$ cat src/rtl/cda_pkg.sv
// cda_pkg: shared types and constants of the counter delta accumulator
// no dependencies; used by cda_lane, cda_ctrl, counter_delta_accumulator and the testbench
package cda_pkg;

    // counter lanes, one per raw counter of an item
    localparam int NUM_LANES = 8;

    // configuration register indexes
    localparam logic [1:0] CFG_ASSUME_WIDE = 2'd0;
    localparam logic [1:0] CFG_MAX_NARROW  = 2'd1;
    localparam logic [1:0] CFG_MAX_WIDE    = 2'd2;

    // configuration reset values
    localparam logic [31:0] MAX_NARROW_RST = 32'd2147483647;
    localparam logic [63:0] MAX_WIDE_RST   = 64'd1099511627776;

    // lanes whose delta is checked against a limit: rx/tx bytes and packets
    localparam logic [NUM_LANES-1:0] CHECK_MASK = 8'b0011_0011;

    typedef enum logic [1:0] {
        S_IDLE,
        S_CALC,
        S_MERGE
    } t_state;

    // control from the merge stage to every lane
    typedef struct packed {
        logic acc;       // item accepted, read port state
        logic calc;      // register delta and limit check
        logic fire;      // commit state and load the result
        logic add;       // deltas go into the totals
        logic seen;      // port had a snapshot before
        logic wide;      // byte deltas are 64-bit for this item
        logic in_range;  // port index below the port count
    } t_lane_ctl;

endpackage

$ cat src/rtl/cda_lane.sv
// cda_lane: one counter lane with its last-raw and total memories
// depends on cda_pkg; byte lanes also keep the low 32 bits for narrow mode
module cda_lane
    import cda_pkg::*;
#(
    parameter int DEPTH    = 16,
    parameter int AW       = 4,
    parameter bit IS_BYTES = 1'b0
) (
    input  logic            i_clk,
    input  logic            i_rst_n,
    input  t_lane_ctl       i_ctl,
    input  logic [AW-1:0]   i_addr,
    input  logic [63:0]     i_raw,
    input  logic [63:0]     i_limit,
    output logic            o_exceed,
    output logic [63:0]     o_total
);

    logic [63:0] mem_raw [DEPTH];
    logic [63:0] mem_tot [DEPTH];

    logic [AW-1:0] r_addr;
    logic [63:0]   r_raw;
    logic [63:0]   r_last;
    logic [63:0]   r_tot;
    logic [63:0]   r_base;
    logic [63:0]   r_delta;
    logic          r_exceed;
    logic [63:0]   r_out_total;
    logic [31:0]   w_nar;
    logic [63:0]   n_delta;
    logic [63:0]   n_total;

    // port state read on accept, written back on commit
    always_ff @(posedge i_clk) begin
        if (i_ctl.acc) begin
            r_addr <= i_addr;
            r_raw  <= i_raw;
            r_last <= mem_raw[i_addr];
            r_tot  <= mem_tot[i_addr];
        end
        if (i_ctl.fire && i_ctl.in_range) begin
            mem_raw[r_addr] <= r_raw;
            mem_tot[r_addr] <= n_total;
        end
    end

    // narrow byte base, with valid bits so unwritten entries read as zero
    generate
        if (IS_BYTES) begin : g_narrow
            logic [31:0] mem_nar [DEPTH];
            logic        r_nv [DEPTH];
            logic [31:0] r_nar;

            always_ff @(posedge i_clk) begin
                if (i_ctl.acc) begin
                    r_nar <= r_nv[i_addr] ? mem_nar[i_addr] : 32'd0;
                end
                if (i_ctl.fire && i_ctl.in_range && !i_ctl.wide) begin
                    mem_nar[r_addr] <= r_raw[31:0];
                end
            end

            always_ff @(posedge i_clk) begin
                if (!i_rst_n) begin
                    for (int k = 0; k < DEPTH; k++) begin
                        r_nv[k] <= 1'b0;
                    end
                end else if (i_ctl.fire && i_ctl.in_range && !i_ctl.wide) begin
                    r_nv[r_addr] <= 1'b1;
                end
            end

            assign w_nar = r_nar;
        end else begin : g_no_narrow
            assign w_nar = 32'd0;
        end
    endgenerate

    // delta since the last snapshot
    always_comb begin
        if (IS_BYTES && !i_ctl.wide) begin
            n_delta = {32'd0, r_raw[31:0] - w_nar};
        end else begin
            n_delta = r_raw - r_last;
        end
    end

    always_ff @(posedge i_clk) begin
        if (i_ctl.calc) begin
            r_delta  <= n_delta;
            r_exceed <= (n_delta > i_limit);
            r_base   <= i_ctl.seen ? r_tot : 64'd0;
        end
    end

    // total after this item
    assign n_total = r_base + (i_ctl.add ? r_delta : 64'd0);

    always_ff @(posedge i_clk) begin
        if (i_ctl.fire) begin
            r_out_total <= i_ctl.in_range ? n_total : 64'd0;
        end
    end

    assign o_exceed = r_exceed;
    assign o_total  = r_out_total;

endmodule

$ cat config.mk
export PLATFORM = sky130hd
export DESIGN_NAME = cda_lane
export DESIGN_NICKNAME = d
export VERILOG_FILES = /design/src/rtl/cda_pkg.sv /design/src/rtl/cda_lane.sv
export SDC_FILE = /design/constraint.sdc
export NUM_CORES = 2
export LEC_CHECK = 0
export BUFFER_PORTS_ARGS = -buffer_cell sky130_fd_sc_hd__buf_2
export CELL_PAD_IN_SITES_DETAIL_PLACEMENT = 0
export CELL_PAD_IN_SITES_GLOBAL_PLACEMENT = 1
export CORE_MARGIN = 3
export CORE_UTILIZATION = 62
export CTS_BUF_LIST = sky130_fd_sc_hd__clkbuf_4 sky130_fd_sc_hd__clkbuf_8
export DETAILED_ROUTE_END_ITERATION = 7
export PLACE_DENSITY = 0.88
export SLEW_MARGIN = 10
export SYNTH_ARGS = -nofsm -noshare
export SYNTH_HDL_FRONTEND = slang
export SYNTH_SLANG_ARGS = --single-unit
$ cat constraint.sdc
create_clock -name i_clk -period 23.1 [get_ports i_clk]
set_input_delay 0 -clock i_clk [delete_from_list [all_inputs] [get_ports i_clk]]
set_output_delay 0 -clock i_clk [all_outputs]
set_load 0.05 [all_outputs]
==> impl_metrics.yaml <==
clock_tree:
  cts_tree: "done"
  cts_max_path_buffers: 4
  clk_pin_slew_ps: 60
  clockRootBuffer: "clkbuf_8"
  clkLatencyLatePin_ps: 1060
  cts_made_buffers: 384
  cts_sinks: 2437
  h-tree-depth: 5
route:
  drtIter0Drc: 6185
  vias_per_cell: 6.506
  dr.pass1.iters: 5
  ant_nets: 0
  wirelength_mm: 238.3
  drc_errors: 0
  routedWlPerCell_um: 30.01
  vias: 51650
synth:
  avgSynthCellArea_um2: 19.92
  synth_area_leaders: "edfxtp_1 74%, mux4_2 14%, ha_1 2.4%"
  synth_edf_count: 2437
  ys_async_sr_fraction_pct: 0
  syn_area_mm2: 0.09945
  syn_nets: 5326
  yosys.area.top_type: "edfxtp_1"
  yosys_register_bits: 2437
  ys_top_cells_by_count: "2437 x edfxtp_1, 620 x mux4_2, 204 x a21oi_1"
  ys.flop_type: "edfxtp_1"
  syn_inst: 4993
  ys_seq_area_share_pct: 73.59
  netlist.area_leader.share_pct: 73.59
  yosysWarnings: 0
  synth_cell_types: 74
  synth.most_common_cell: "edfxtp_1"
die:
  fp.dieH_um: 406.5
  die-area_mm2: 0.1652
  core_area_mm2: 0.1589
  ioPinCount: 206
  start_util_pct: 62.57
  die_w_um: 406.5
  row_count: 146
cells_and_area:
  fillers: 9413
  register_area_mm2: 0.07318
  area_growth_pct: 12.43
  multi_input_area_mm2: 0.02511
  drive_gt1_share_pct: 26.31
  fin_util_pct: 70.35
  nets: 5920
hold_path:
  hold_class: "in2reg"
  min_path_cells: 2
sta:
  worst_slew_pin_slew_ps: 1171
  min_period_ps: 7451
  setup_viol: 0
  slew-limit-headroom_pct: 21.38
  worst_clock_skew_ps: 64.71
  hold_viol_final: 0
  rsz0062_at_grt: "false"
  tns_ps: 0
  slew_viol_final: 0
  fmax_mhz: 134.2
  fin_crit_sh_pct: 32.25
  hold_slack_ps: 143.1
global_route:
  grt_pass1_vias: 52450
  gr-total-overflow: 0
  antenna_found_initial: 9
  grt_pass1_wl_mm: 350.5
  grt_max_degree: 93
  grt_usage_pct: 29.51
run_status:
  outcome: "finished clean"
place:
  io_buffers: 203
  place_congestion: 0.8964
  place.detailed.hpwl_mm: 136.0
power_and_ir_drop:
  power_leakage_uw: 0.03794
  power.density_mw_per_mm2: 87.57
  ir_drop_mv: 0.07185
setup_path:
  end_kind: "flip-flop"
  cp.arrival_ps: 8330
  crit_required_ps: 23980
  worstSetupPathType: "reg2reg"
  r2r_cells: 19
  worstPathMaxFanout: 17
  start_kind: "flip-flop"
run:
  drv_cap: 0
[per-layer routing]
layer	vias to the layer above	track usage (%)	wire (um)
li1	21680	-	-
met1	26550	42.53	91300
met2	3002	45.73	114000
met3	424	7.497	27170
met4	0	8.426	5810
met5	-	0	0
[through the flow]
step	std cells	worst slack [ps]	total power, uW	cell area (um^2)
3_5_place_dp	7132	16920	6397	103100
5_1_grt	7937	15310	10150	111800
6_report	7939	15650	9790	111800
4_1_cts	7936	15790	9826	111600
2_1_floorplan	4993	12840	6005	99450
3_3_place_gp	7132	16980	6363	103100
[kinds of logic (layout without fill, tap and decap cells)]
group | Yosys count | after routing | synth area share, %
xor+xnor | 116 | 116 | 1.022
flops | 2437 | 2437 | 73.59
compound gates | 569 | 569 | 3.671
fa+ha+maj | 192 | 192 | 2.431
mux | 650 | 650 | 14.34
simple gates | 644 | 644 | 3.474
buf+inv | 385 | 1256 | 1.472
other cells | 0 | 3 | 0
[repair_timing]
item | in CTS | in global routing
setup buffers | 0 | 0
endpoints found under the hold margin | 443 | 0
hold buffers | 141 | 0
gates resized for setup | 0 | 0
[power by group]
group / total [uW] / switching [uW] / internal, uW
Sequential: 5250 / 74.8 / 5180
Clock: 3440 / 1610 / 1830
Combinational: 1090 / 719 / 372
Total: 9790 / 2410 / 7380
[path summary, 6_finish.rpt]
kind | from | to | slack, ps
max | r_raw[0] | o_exceed | 15650
min | i_ctl[5] | r_base[21] | 140
max reg2reg | r_raw[0] | o_exceed | 15650
min reg2reg | r_tot[20] | r_base[20] | 500
[worst max-delay path, stage by stage, from the launching register on]
cell	delay [ps]
edfxtp_1	600
inv_1	130
ha_1	360
inv_1	100
fa_1	430
a211oi_1	420
o211ai_1	270
and4bb_2	320
nor2_1	250
o21ai_0	400
a211oi_1	400
xnor2_1	240
ha_1	360
nand4_1	160
nor4_1	980
a221o_1	450
a221oi_1	140
dlygate4sd3_1	590
a21oi_1	120
dlygate4sd3_1	560
[final cells by class]
class	count	area share, %
Multi-Input combinational cell	2171	22.46
Tap cell	2072	2.319
Antenna cell	3	0.006714
Clock inverter	156	0.7688
Sequential cell	2437	65.45
Timing Repair Buffer	436	2.874
Clock buffer	507	5.592
Inverter	157	0.5271
[registers in the layout (all words and copies together) (netlist names)]
signal and flops:
mem_raw 1024, r_raw 64, r_tot 64, r_addr 4, r_last 64, r_delta 64, mem_tot 1024, r_base 64
o_total 64, o_exceed 1
[cells in the final DEF, fill, tap and decap left out, types with 19 or more instances in the layout]
cell type	n
edfxtp_1	2437
mux4_2	620
clkbuf_8	392
a21oi_1	204
buf_2	196
ha_1	190
and2_1	185
inv_1	157
dlygate4sd3_1	141
nand2_1	127
clkbuf_4	116
clkinv_1	102
a21o_1	101
buf_4	90
nor2_1	88
o21ai_0	88
nand4_1	66
xnor2_1	51
xor2_1	39
a211oi_1	37
nor2b_1	37
clkinv_2	37
nor3_1	30
mux2i_1	30
o21bai_1	29
nand2b_1	25
xnor2_2	19
No activity file was read; power rests on OpenSTA's default activity.
