<file path="src/rtl/cda_pkg.sv">
// cda_pkg: shared types and constants of the counter delta accumulator
// no dependencies; used by cda_lane, cda_ctrl, counter_delta_accumulator and the testbench
package cda_pkg;

    // counter lanes, one per raw counter of an item
    localparam int NUM_LANES = 8;

    // configuration register indexes
    localparam logic [1:0] CFG_ASSUME_WIDE = 2'd0;
    localparam logic [1:0] CFG_MAX_NARROW  = 2'd1;
    localparam logic [1:0] CFG_MAX_WIDE    = 2'd2;

    // configuration reset values
    localparam logic [31:0] MAX_NARROW_RST = 32'd2147483647;
    localparam logic [63:0] MAX_WIDE_RST   = 64'd1099511627776;

    // lanes whose delta is checked against a limit: rx/tx bytes and packets
    localparam logic [NUM_LANES-1:0] CHECK_MASK = 8'b0011_0011;

    typedef enum logic [1:0] {
        S_IDLE,
        S_CALC,
        S_MERGE
    } t_state;

    // control from the merge stage to every lane
    typedef struct packed {
        logic acc;       // item accepted, read port state
        logic calc;      // register delta and limit check
        logic fire;      // commit state and load the result
        logic add;       // deltas go into the totals
        logic seen;      // port had a snapshot before
        logic wide;      // byte deltas are 64-bit for this item
        logic in_range;  // port index below the port count
    } t_lane_ctl;

endpackage

</file>
<file path="src/rtl/cda_ctrl.sv">
// cda_ctrl: sequencer, configuration, seen bits, wide mode and merge decision
// depends on cda_pkg; drives the lane control struct for all cda_lane copies
module cda_ctrl
    import cda_pkg::*;
#(
    parameter int NUM_PORTS = 16,
    parameter int DEPTH     = 16,
    parameter int AW        = 4
) (
    input  logic                 i_clk,
    input  logic                 i_rst_n,
    input  logic                 i_in_valid,
    output logic                 o_in_ready,
    input  logic [3:0]           i_port,
    input  logic [AW-1:0]        i_addr,
    input  logic [31:0]          i_rx_hi,
    input  logic [31:0]          i_tx_hi,
    input  logic                 i_cfg_we,
    input  logic [1:0]           i_cfg_index,
    input  logic [63:0]          i_cfg_data,
    input  logic [NUM_LANES-1:0] i_exceed,
    input  logic                 i_out_ready,
    output logic                 o_out_valid,
    output t_lane_ctl            o_ctl,
    output logic [63:0]          o_lim_bytes,
    output logic [63:0]          o_lim_pkt,
    output logic [3:0]           o_port_out,
    output logic                 o_first,
    output logic                 o_disc,
    output logic                 o_wide_now
);

    t_state        r_state, n_state;
    logic          r_cfg_wide;
    logic [31:0]   r_max_narrow;
    logic [63:0]   r_max_wide;
    logic          r_wide_mode;
    logic          r_seen_bits [DEPTH];
    logic [AW-1:0] r_addr;
    logic [3:0]    r_port;
    logic          r_seen;
    logic          r_wide;
    logic          r_go;
    logic          r_in_range;
    logic          r_out_valid;
    logic          r_first_q;
    logic          r_disc_q;
    logic          r_wide_q;
    logic          w_acc;
    logic          w_fire;
    logic          w_disc;
    logic          w_in_range;

    // configuration registers
    always_ff @(posedge i_clk) begin
        if (!i_rst_n) begin
            r_cfg_wide   <= 1'b0;
            r_max_narrow <= MAX_NARROW_RST;
            r_max_wide   <= MAX_WIDE_RST;
        end else if (i_cfg_we) begin
            unique case (i_cfg_index)
                CFG_ASSUME_WIDE: r_cfg_wide   <= i_cfg_data[0];
                CFG_MAX_NARROW:  r_max_narrow <= i_cfg_data[31:0];
                CFG_MAX_WIDE:    r_max_wide   <= i_cfg_data;
                default: ;
            endcase
        end
    end

    // state register
    always_ff @(posedge i_clk) begin
        if (!i_rst_n) begin
            r_state <= S_IDLE;
        end else begin
            r_state <= n_state;
        end
    end

    // next state and strobes
    always_comb begin
        n_state = r_state;
        w_acc   = 1'b0;
        w_fire  = 1'b0;
        unique case (r_state)
            S_IDLE: begin
                if (i_in_valid) begin
                    w_acc   = 1'b1;
                    n_state = S_CALC;
                end
            end
            S_CALC: begin
                n_state = S_MERGE;
            end
            S_MERGE: begin
                if (!r_out_valid || i_out_ready) begin
                    w_fire  = 1'b1;
                    n_state = S_IDLE;
                end
            end
            default: n_state = S_IDLE;
        endcase
    end

    assign o_in_ready = (r_state == S_IDLE);
    assign w_in_range = (32'(i_port) < 32'(NUM_PORTS));

    // item context captured on accept
    always_ff @(posedge i_clk) begin
        if (w_acc) begin
            r_addr     <= i_addr;
            r_port     <= i_port;
            r_in_range <= w_in_range;
            r_seen     <= w_in_range && r_seen_bits[i_addr];
            r_wide     <= r_cfg_wide || r_wide_mode;
            r_go       <= !(r_cfg_wide || r_wide_mode) &&
                          ((i_rx_hi != 32'd0) || (i_tx_hi != 32'd0));
        end
    end

    // merge: any checked lane over its limit discards the deltas
    assign w_disc = r_seen && ((i_exceed & CHECK_MASK) != '0);

    // seen bits and sticky wide mode
    always_ff @(posedge i_clk) begin
        if (!i_rst_n) begin
            r_wide_mode <= 1'b0;
            for (int k = 0; k < DEPTH; k++) begin
                r_seen_bits[k] <= 1'b0;
            end
        end else if (w_fire && r_in_range) begin
            r_seen_bits[r_addr] <= 1'b1;
            if (r_go) begin
                r_wide_mode <= 1'b1;
            end
        end
    end

    // output register
    always_ff @(posedge i_clk) begin
        if (!i_rst_n) begin
            r_out_valid <= 1'b0;
        end else if (w_fire) begin
            r_out_valid <= 1'b1;
        end else if (i_out_ready) begin
            r_out_valid <= 1'b0;
        end
    end

    always_ff @(posedge i_clk) begin
        if (w_fire) begin
            o_port_out <= r_port;
            r_first_q  <= r_in_range && !r_seen;
            r_disc_q   <= r_in_range && w_disc;
            r_wide_q   <= r_cfg_wide || r_wide_mode || (r_in_range && r_go);
        end
    end

    assign o_out_valid = r_out_valid;
    assign o_first     = r_first_q;
    assign o_disc      = r_disc_q;
    assign o_wide_now  = r_wide_q;

    // limits for the lanes
    assign o_lim_bytes = r_wide ? r_max_wide : {32'd0, r_max_narrow};
    assign o_lim_pkt   = {32'd0, r_max_narrow};

    // lane control
    always_comb begin
        o_ctl.acc      = w_acc;
        o_ctl.calc     = (r_state == S_CALC);
        o_ctl.fire     = w_fire;
        o_ctl.add      = r_seen && !w_disc;
        o_ctl.seen     = r_seen;
        o_ctl.wide     = r_wide;
        o_ctl.in_range = r_in_range;
    end

endmodule

</file>
<file path="config.mk">
export PLATFORM = sky130hd
export DESIGN_NAME = cda_ctrl
export DESIGN_NICKNAME = d
export VERILOG_FILES = /design/src/rtl/cda_pkg.sv /design/src/rtl/cda_ctrl.sv
export SDC_FILE = /design/constraint.sdc
export NUM_CORES = 1
export LEC_CHECK = 0
export BUFFER_PORTS_ARGS = -buffer_cell sky130_fd_sc_hd__buf_2
export CORE_AREA = 2 2 122 124
export CTS_CLUSTER_DIAMETER = 200
export DETAILED_ROUTE_END_ITERATION = 16
export DIE_AREA = 0 0 124 126
export PLACE_DENSITY = 0.81
export SKIP_CTS_REPAIR_TIMING = 1
export SYNTH_ARGS = -nofsm -noshare
export SYNTH_HDL_FRONTEND = slang
export SYNTH_SLANG_ARGS = --single-unit
</file>
<file path="constraint.sdc">
create_clock -name i_clk -period 1.6 [get_ports i_clk]
set_clock_uncertainty 0.15 [all_clocks]
set_input_delay 0.24 -clock i_clk [delete_from_list [all_inputs] [get_ports i_clk]]
set_output_delay 0.24 -clock i_clk [all_outputs]
set_load 0.02 [all_outputs]
</file>
==> metrics.md, run 1 <==
| Metric | Value |
|---|---|
| Outcome | `finished, violations left` |
| Failing checks | `hold timing, setup timing` |
| Yosys warns | `0` |
| Area of the multi-input gates | `2720 um2` |
| Initial drt markers | `337` |
| Final instance area | `8890 um2` |
| Non-Filler Instances | `1189` |
| DRT antenna net count | `0` |
| Vias in the first global route | `4822` |
| Switching share of power | `0.254` |
| Sequential fraction of the synthesis area | `0.486` |
| Final setup vio count | `67` |
| Seq cells post-synth | `135` |
| WHS | `-0.00151 ns` |
| Top FF cell, synth | `dfxtp_1` |
| Port Buffers | `257` |
| Synth-to-Final Area Change | `49.9%` |
| Die width | `124 um` |
| First-pass GRT wire length | `23800 um` |
| DIE HEIGHT | `126 um` |
| Global route total overflow | `0` |
| Dpl cells | `1070` |
| Max-slew violations | `0` |
| Crit Path Category | `reg2out` |
| Highest Clock Rate | `495 MHz` |
| Std-Cell Rows | `44` |
| Gate Count Post-Synth | `660` |
| Routability cong. | `0.848` |
| Crit Path Max Fanout | `15` |
| Worst hold path type | `in2reg` |
| Clock tree sinks | `135` |
| CTS clock-pin slew for the worst setup and hold paths | `0.06 ns` |
| RSZ-0062 raised after global routing | `true` |
| Switch Pwr | `2.22 mW` |
| Ports | `295` |
| Pwr/cell area | `980 nW/um2` |
| Storage element area | `2890 um2` |
| Initial antenna violation count | `0` |
| Number of flops mapped to enable cells by yosys | `18` |
| Internal Power | `6.50 mW` |
| Core area | `14300 um2` |
| Final Cycle Share | `1.26` |
| Final Worst Setup Slack | `-0.421 ns` |
| Sequential share of power | `0.419` |
| Hold path cells | `3` |
| Nets | `1143` |
| Clk pwr share | `0.419` |
| Share of total power in combinational logic | `0.163` |
| Num CTS Buffers | `17` |
| Final wirelength | `17900 um` |
| # DRC | `0` |
| Via count | `5803` |
| CTS tree | `done` |
| CP required | `1.21 ns` |
| Maximum VDD drop | `0.815 mV` |
| Leakage | `3.99 nW` |
| Distinct cells, synth | `41` |
| Critical Path Source Type | `register` |
| Final Core Density | `0.621` |
| Clk_lat worst skew | `0.41 ns` |
| Number of max-cap violations | `0` |
| PnR Total Power | `8.72 mW` |
| Root buffer cell | `clkbuf_16` |
| Length in cells of the worst reg-to-reg path | `4` |
| Fin. Hold Viols | `1` |
| Final min period | `2.02 ns` |
| Vias per cell | `4.88` |
| Clk buf depth | `2` |
| Mean Syn Cell Area | `8.99 um2` |
| Filler instances | `1120` |
| Ys async rst share | `0` |
| Share of cells above drive strength 1 | `0.367` |
| Largest net degree at the start of global routing | `58` |
| Avg WL per Cell | `15.0 um` |
| HPWL Detailed | `10900 um` |
| Critical Path End Type | `primary output` |
| Post-place setup slack | `-0.147 ns` |
| Post-synth design cell area | `5930 um2` |
| Starting density of the core | `0.414` |
| Die area | `15600 um2` |
| Total GRT Usage | `0.194` |
| Max H-tree Level | `4` |
| Number of diodes | `0` |
| WP data arrival | `1.63 ns` |
| Post-DP Area | `7360 um2` |
| DRT Pass-1 Iters | `4` |
## area by class of cell
cell class              count  share of cell area
clock inverters             9             0.00830
multi-input cells         474               0.306
well taps                 184              0.0259
inverters                   1            0.000422
flip-flops and latches    135               0.325
clock buffers              23              0.0542
repair buffers            363               0.280
## power groups by stage
| stage | registers [mW] | logic [mW] | clock network, mW |
|---|---|---|---|
| detailed placement | 3.71 | 1.17 | 0 |
| finish | 3.65 | 1.42 | 3.65 |
| global placement | 3.71 | 1.16 | 0 |
| CTS | 3.64 | 1.18 | 3.74 |
| global route | 3.66 | 1.52 | 3.89 |
| floorplan | 3.75 | 0.708 | 0 |
## worst max-delay path, stage by stage, from the launching register on
cell      delay [ns]
edfxtp_1        0.39
buf_4           0.14
buf_12          0.15
mux2_2          0.36
buf_4           0.16
## logic make-up (layout without fill, tap and decap cells)
logic type,count (synthesis),count (layout),synth area share
mux,38,38,0.0800
other cells,2,33,0.00127
simple gates,318,318,0.246
flops,135,135,0.486
buf+inv,82,396,0.0800
compound gates,85,85,0.107
## cell usage in the layout, fill, tap and decap left out, types with 2 or more instances in the layout
| cell | n |
|---|---|
| a21boi_1 | 64 |
| a21oi_1 | 2 |
| a22o_1 | 6 |
| a32o_1 | 2 |
| and2_1 | 32 |
| and2_4 | 2 |
| buf_12 | 11 |
| buf_2 | 231 |
| buf_4 | 45 |
| buf_6 | 3 |
| clkbuf_1 | 2 |
| clkbuf_16 | 18 |
| clkbuf_8 | 3 |
| clkinv_2 | 6 |
| conb_1 | 33 |
| dfxtp_1 | 115 |
| dlygate4sd3_1 | 72 |
| edfxtp_1 | 18 |
| mux2_2 | 32 |
| mux2i_1 | 2 |
| mux4_2 | 3 |
| nand2_1 | 202 |
| nand2b_1 | 3 |
| nand3_1 | 32 |
| nand4_1 | 5 |
| nor2_1 | 4 |
| nor2b_1 | 4 |
| nor2b_4 | 2 |
| nor4_1 | 18 |
| o21ai_1 | 6 |
| o31ai_1 | 2 |
## sequential cells by signal (all words and copies together) (netlist names), 2 cells and up
signal / flops
o_port_out: 4
r_addr: 4
r_max_narrow: 32
r_max_wide: 64
r_port: 4
r_seen_bits: 16
r_state: 2
## Yosys cell counts (all sizes together), types with 5 or more instances
library cell,number,area (um2)
nor2b,7,53.8
edfxtp,18,541
and2,34,213
mux2,32,360
nand2,202,758
nand3,32,160
o21ai,6,30.0
nand4,5,31.3
nor2,6,22.5
a22o,6,52.6
a21boi,65,488
clkbuf,20,75.1
dfxtp,117,2340
nor4,18,113
buf,61,395
## worst paths after layout
path	start	to	slack (ns)
setup / recovery	r_wide	o_lim_bytes[12]	-0.42
hold / removal	i_rst_n	r_seen_bits[3]	-0.002
setup reg to reg	r_seen_bits[3]	r_seen	0.06
hold reg to reg	r_port[2]	o_port_out[2]	0.27
## through the flow
| step | hold slack, ns | setup TNS, ns |
|---|---|---|
| after global placement | 0.250 | -0.0373 |
| after CTS | -0.172 | -21.54 |
| final | -0.00151 | -21.82 |
| after detailed placement | 0.255 | -0.194 |
| after floorplan | 0.189 | 0 |
| after global routing | 0.00652 | -25.78 |
## metal layers
layer,GRT usage,vias up,share of wire
met1,0.245,2706,0.41
met4,0.0621,0,0.031
met3,0.0602,45,0.067
met2,0.315,249,0.50
met5,0,-,0
li1,-,2803,-
(Power assumes the default switching activity.)
==> run 2, diff against run 1 <==
--- a/config.mk
+++ b/config.mk
@@ -6,11 +6,11 @@
 export NUM_CORES = 1
 export LEC_CHECK = 0
 export BUFFER_PORTS_ARGS = -buffer_cell sky130_fd_sc_hd__buf_2
-export CORE_AREA = 2 2 122 124
+export CORE_AREA = 2 2 118 120
 export CTS_CLUSTER_DIAMETER = 200
 export DETAILED_ROUTE_END_ITERATION = 16
-export DIE_AREA = 0 0 124 126
-export PLACE_DENSITY = 0.81
+export DIE_AREA = 0 0 120 122
+export PLACE_DENSITY = 0.82
 export SKIP_CTS_REPAIR_TIMING = 1
 export SYNTH_ARGS = -nofsm -noshare
 export SYNTH_HDL_FRONTEND = slang
==> constraint.sdc (replaced) <==
create_clock -name i_clk -period 2.6 [get_ports i_clk]
set_clock_uncertainty 0.15 [all_clocks]
set_input_delay 0.39 -clock i_clk [delete_from_list [all_inputs] [get_ports i_clk]]
set_output_delay 0.39 -clock i_clk [all_outputs]
set_load 0.02 [all_outputs]
==> run 2 against run 1 <==
Effect of this change: the flow now finishes without violations; power decreased by 38%; routed wire length decreased by 15%; highest routed layer unchanged; core utilization decreased by 3.9 points; critical path type unchanged; count of clock-buffer cells in the layout decreased by 1; critical endpoint is now o_lim_bytes[10]; sequential power decreased by 39%.
==> metrics.md, run 2 (same netlist as run 1, synthesis figures left out) <==
| Metric | Value |
|---|---|
| Port Buffers | `257 (unchanged)` |
| Commonest cells after routing, fill and taps aside | `buf_2, nand2_1, dfxtp_1, a21boi_1, and2_1 (was buf_2, nand2_1, dfxtp_1, dlygate4sd3_1, a21boi_1)` |
| Critical Path End Type | `primary output (unchanged)` |
| Initial antenna violation count | `0 (unchanged)` |
| Global route total overflow | `0 (unchanged)` |
| Largest net degree at the start of global routing | `66 (was 58)` |
| DRT Pass-1 Iters | `5 (was 4)` |
| WHS | `0.0498 ns (was -0.00151 ns)` |
| Crit Path Max Fanout | `27 (was 15)` |
| Critical Path Source Type | `register (unchanged)` |
| Worst hold path type | `in2reg (unchanged)` |
| Total GRT Usage | `0.205 (was 0.194)` |
| Vias in the first global route | `4903 (was 4822)` |
| Outcome | `finished clean (was finished, violations left)` |
| Relative slew margins | `0.565` |
| Crit-path slowest cell | `mux2_2 (was edfxtp_1)` |
| Worst-path cell chain | `buf_4 > mux2_2 > buf_2 (was buf_4 > buf_12 > mux2_2 > buf_4)` |
| Nets | `1051 (was 1143)` |
| Initial drt markers | `364 (was 337)` |
| Crit path from | `r_wide (unchanged)` |
| Fin. Hold Viols | `0 (was 1)` |
| Starting density of the core | `0.439 (was 0.414)` |
| Final min period | `2.25 ns` |
| Ports | `295 (unchanged)` |
| First-pass GRT wire length | `23800 um (about the same)` |
| HPWL Detailed | `10500 um (was 10900 um)` |
| Avg WL per Cell | `13.9 um (was 15.0 um)` |
| Num CTS Buffers | `17 (unchanged)` |
| Final Cycle Share | `0.863` |
| Max stage delay on crit path | `0.40 ns (was 0.39 ns)` |
| DRT antenna net count | `0 (unchanged)` |
| Max-slew violations | `0 (unchanged)` |
| Number of diodes | `0 (unchanged)` |
| Leakage | `3.53 nW (was 3.99 nW)` |
| Final wirelength | `15200 um (was 17900 um)` |
| Number of max-cap violations | `0 (unchanged)` |
| CTS tree | `done (unchanged)` |
| # DRC | `0 (unchanged)` |
| Die area | `14600 um2 (was 15600 um2)` |
| DIE HEIGHT | `122 um (was 126 um)` |
| Synth-to-Final Area Change | `32.6% (was 49.9%)` |
| Root buffer cell | `clkbuf_16 (unchanged)` |
| Biggest register | `r_max_wide (unchanged)` |
| Setup TNS | `0 ns (was -21.82 ns)` |
| Commonest non-fill, non-tap cell in the layout | `buf_2 (unchanged)` |
| Max H-tree Level | `4 (unchanged)` |
| Core area | `13500 um2 (was 14300 um2)` |
| Maximum VDD drop | `0.407 mV (was 0.815 mV)` |
| Largest regs | `r_max_wide (64), r_max_narrow (32), r_seen_bits (16) (unchanged)` |
| Min-delay src | `i_cfg_data[3] (was i_rst_n)` |
| CP required | `2.06 ns (was 1.21 ns)` |
| Vias per cell | `4.91 (was 4.88)` |
| Crit Path Category | `reg2out (unchanged)` |
| Pwr/cell area | `692 nW/um2 (was 980 nW/um2)` |
| Final setup vio count | `0 (was 67)` |
| Reg2reg start | `r_state[0] (was r_seen_bits[3])` |
| WP data arrival | `1.71 ns (was 1.63 ns)` |
| Die width | `120 um (was 124 um)` |
| Clk buf depth | `2 (unchanged)` |
| Slew at the pin closest to its max-slew limit | `0.652 ns` |
| Std-Cell Rows | `43 (was 44)` |
| Clock tree sinks | `135 (unchanged)` |
| Max reg flops | `64 (unchanged)` |
| Final Core Density | `0.582 (was 0.621)` |
| Clk_lat worst skew | `0.41 ns (about the same)` |
| RSZ-0062 raised after global routing | `false (was true)` |
| Highest Clock Rate | `445 MHz` |
| Share of cells above drive strength 1 | `0.370 (was 0.367)` |
| CTS clock-pin slew for the worst setup and hold paths | `0.06 ns (about the same)` |
| Routability cong. | `0.892 (was 0.848)` |
| Via count | `5370 (was 5803)` |
## run 2: cell count changes in the layout (fill, tap and decap cells not counted), sizes merged
cell,change
clkinvlp,+1
clkbuf,-2
clkinv,-2
dlygate4sd3,-68
buf,-23
bufinv,+2
## run 2: per-layer routing
layer	share of wire	vias up	track usage
met2	0.48	211	0.337
met3	0.063	21	0.0506
met4	0.016	0	0.0868
met1	0.44	2509	0.259
met5	0	-	0
li1	-	2629	-
## run 2: area by class of cell
class / count / area (um2)
multi-input cells: 474 / 2690
well taps: 180 / 225
clock buffers: 22 / 485
repair buffers: 271 / 1430
inverters: 1 / 3.75
flip-flops and latches: 135 / 2880
fillers: 1216 / 5640
clock inverters: 10 / 141
## run 2: worst paths after layout
check / end / slack [ns] / cells past startpoint
max: o_lim_bytes[10] / 0.35 / 3
min: r_max_narrow[3] / 0.05 / 3
max reg2reg: r_seen_bits[2] / 1.05 / 4
min reg2reg: o_port_out[1] / 0.27 / 0
## run 2: power by group
group / switching [mW] / total [mW] / leakage [nW] / internal [mW]
Sequential: 0.0447 / 2.24 / 1.12 / 2.20
Clock: 0.878 / 2.50 / 0.302 / 1.62
Combinational: 0.417 / 0.700 / 2.11 / 0.283
## run 2: stage by stage
step                      cells  setup WS (ns)  area, um2  power [mW]
final                      1093          0.355       7860        5.44
after global routing       1093          0.265       7860        5.65
after CTS                  1089          0.332       7820        5.48
after detailed placement   1057          0.696       7190        2.98
after global placement     1057          0.727       7190        2.97
after floorplan             691          0.768       6050        2.74
## run 2: critical path, delay by kind of cell (launching register included)
kind	cells	cell delay, ns
multiplexers	1	0.40
buffers and inverters	2	0.52
flip-flops	1	0.35
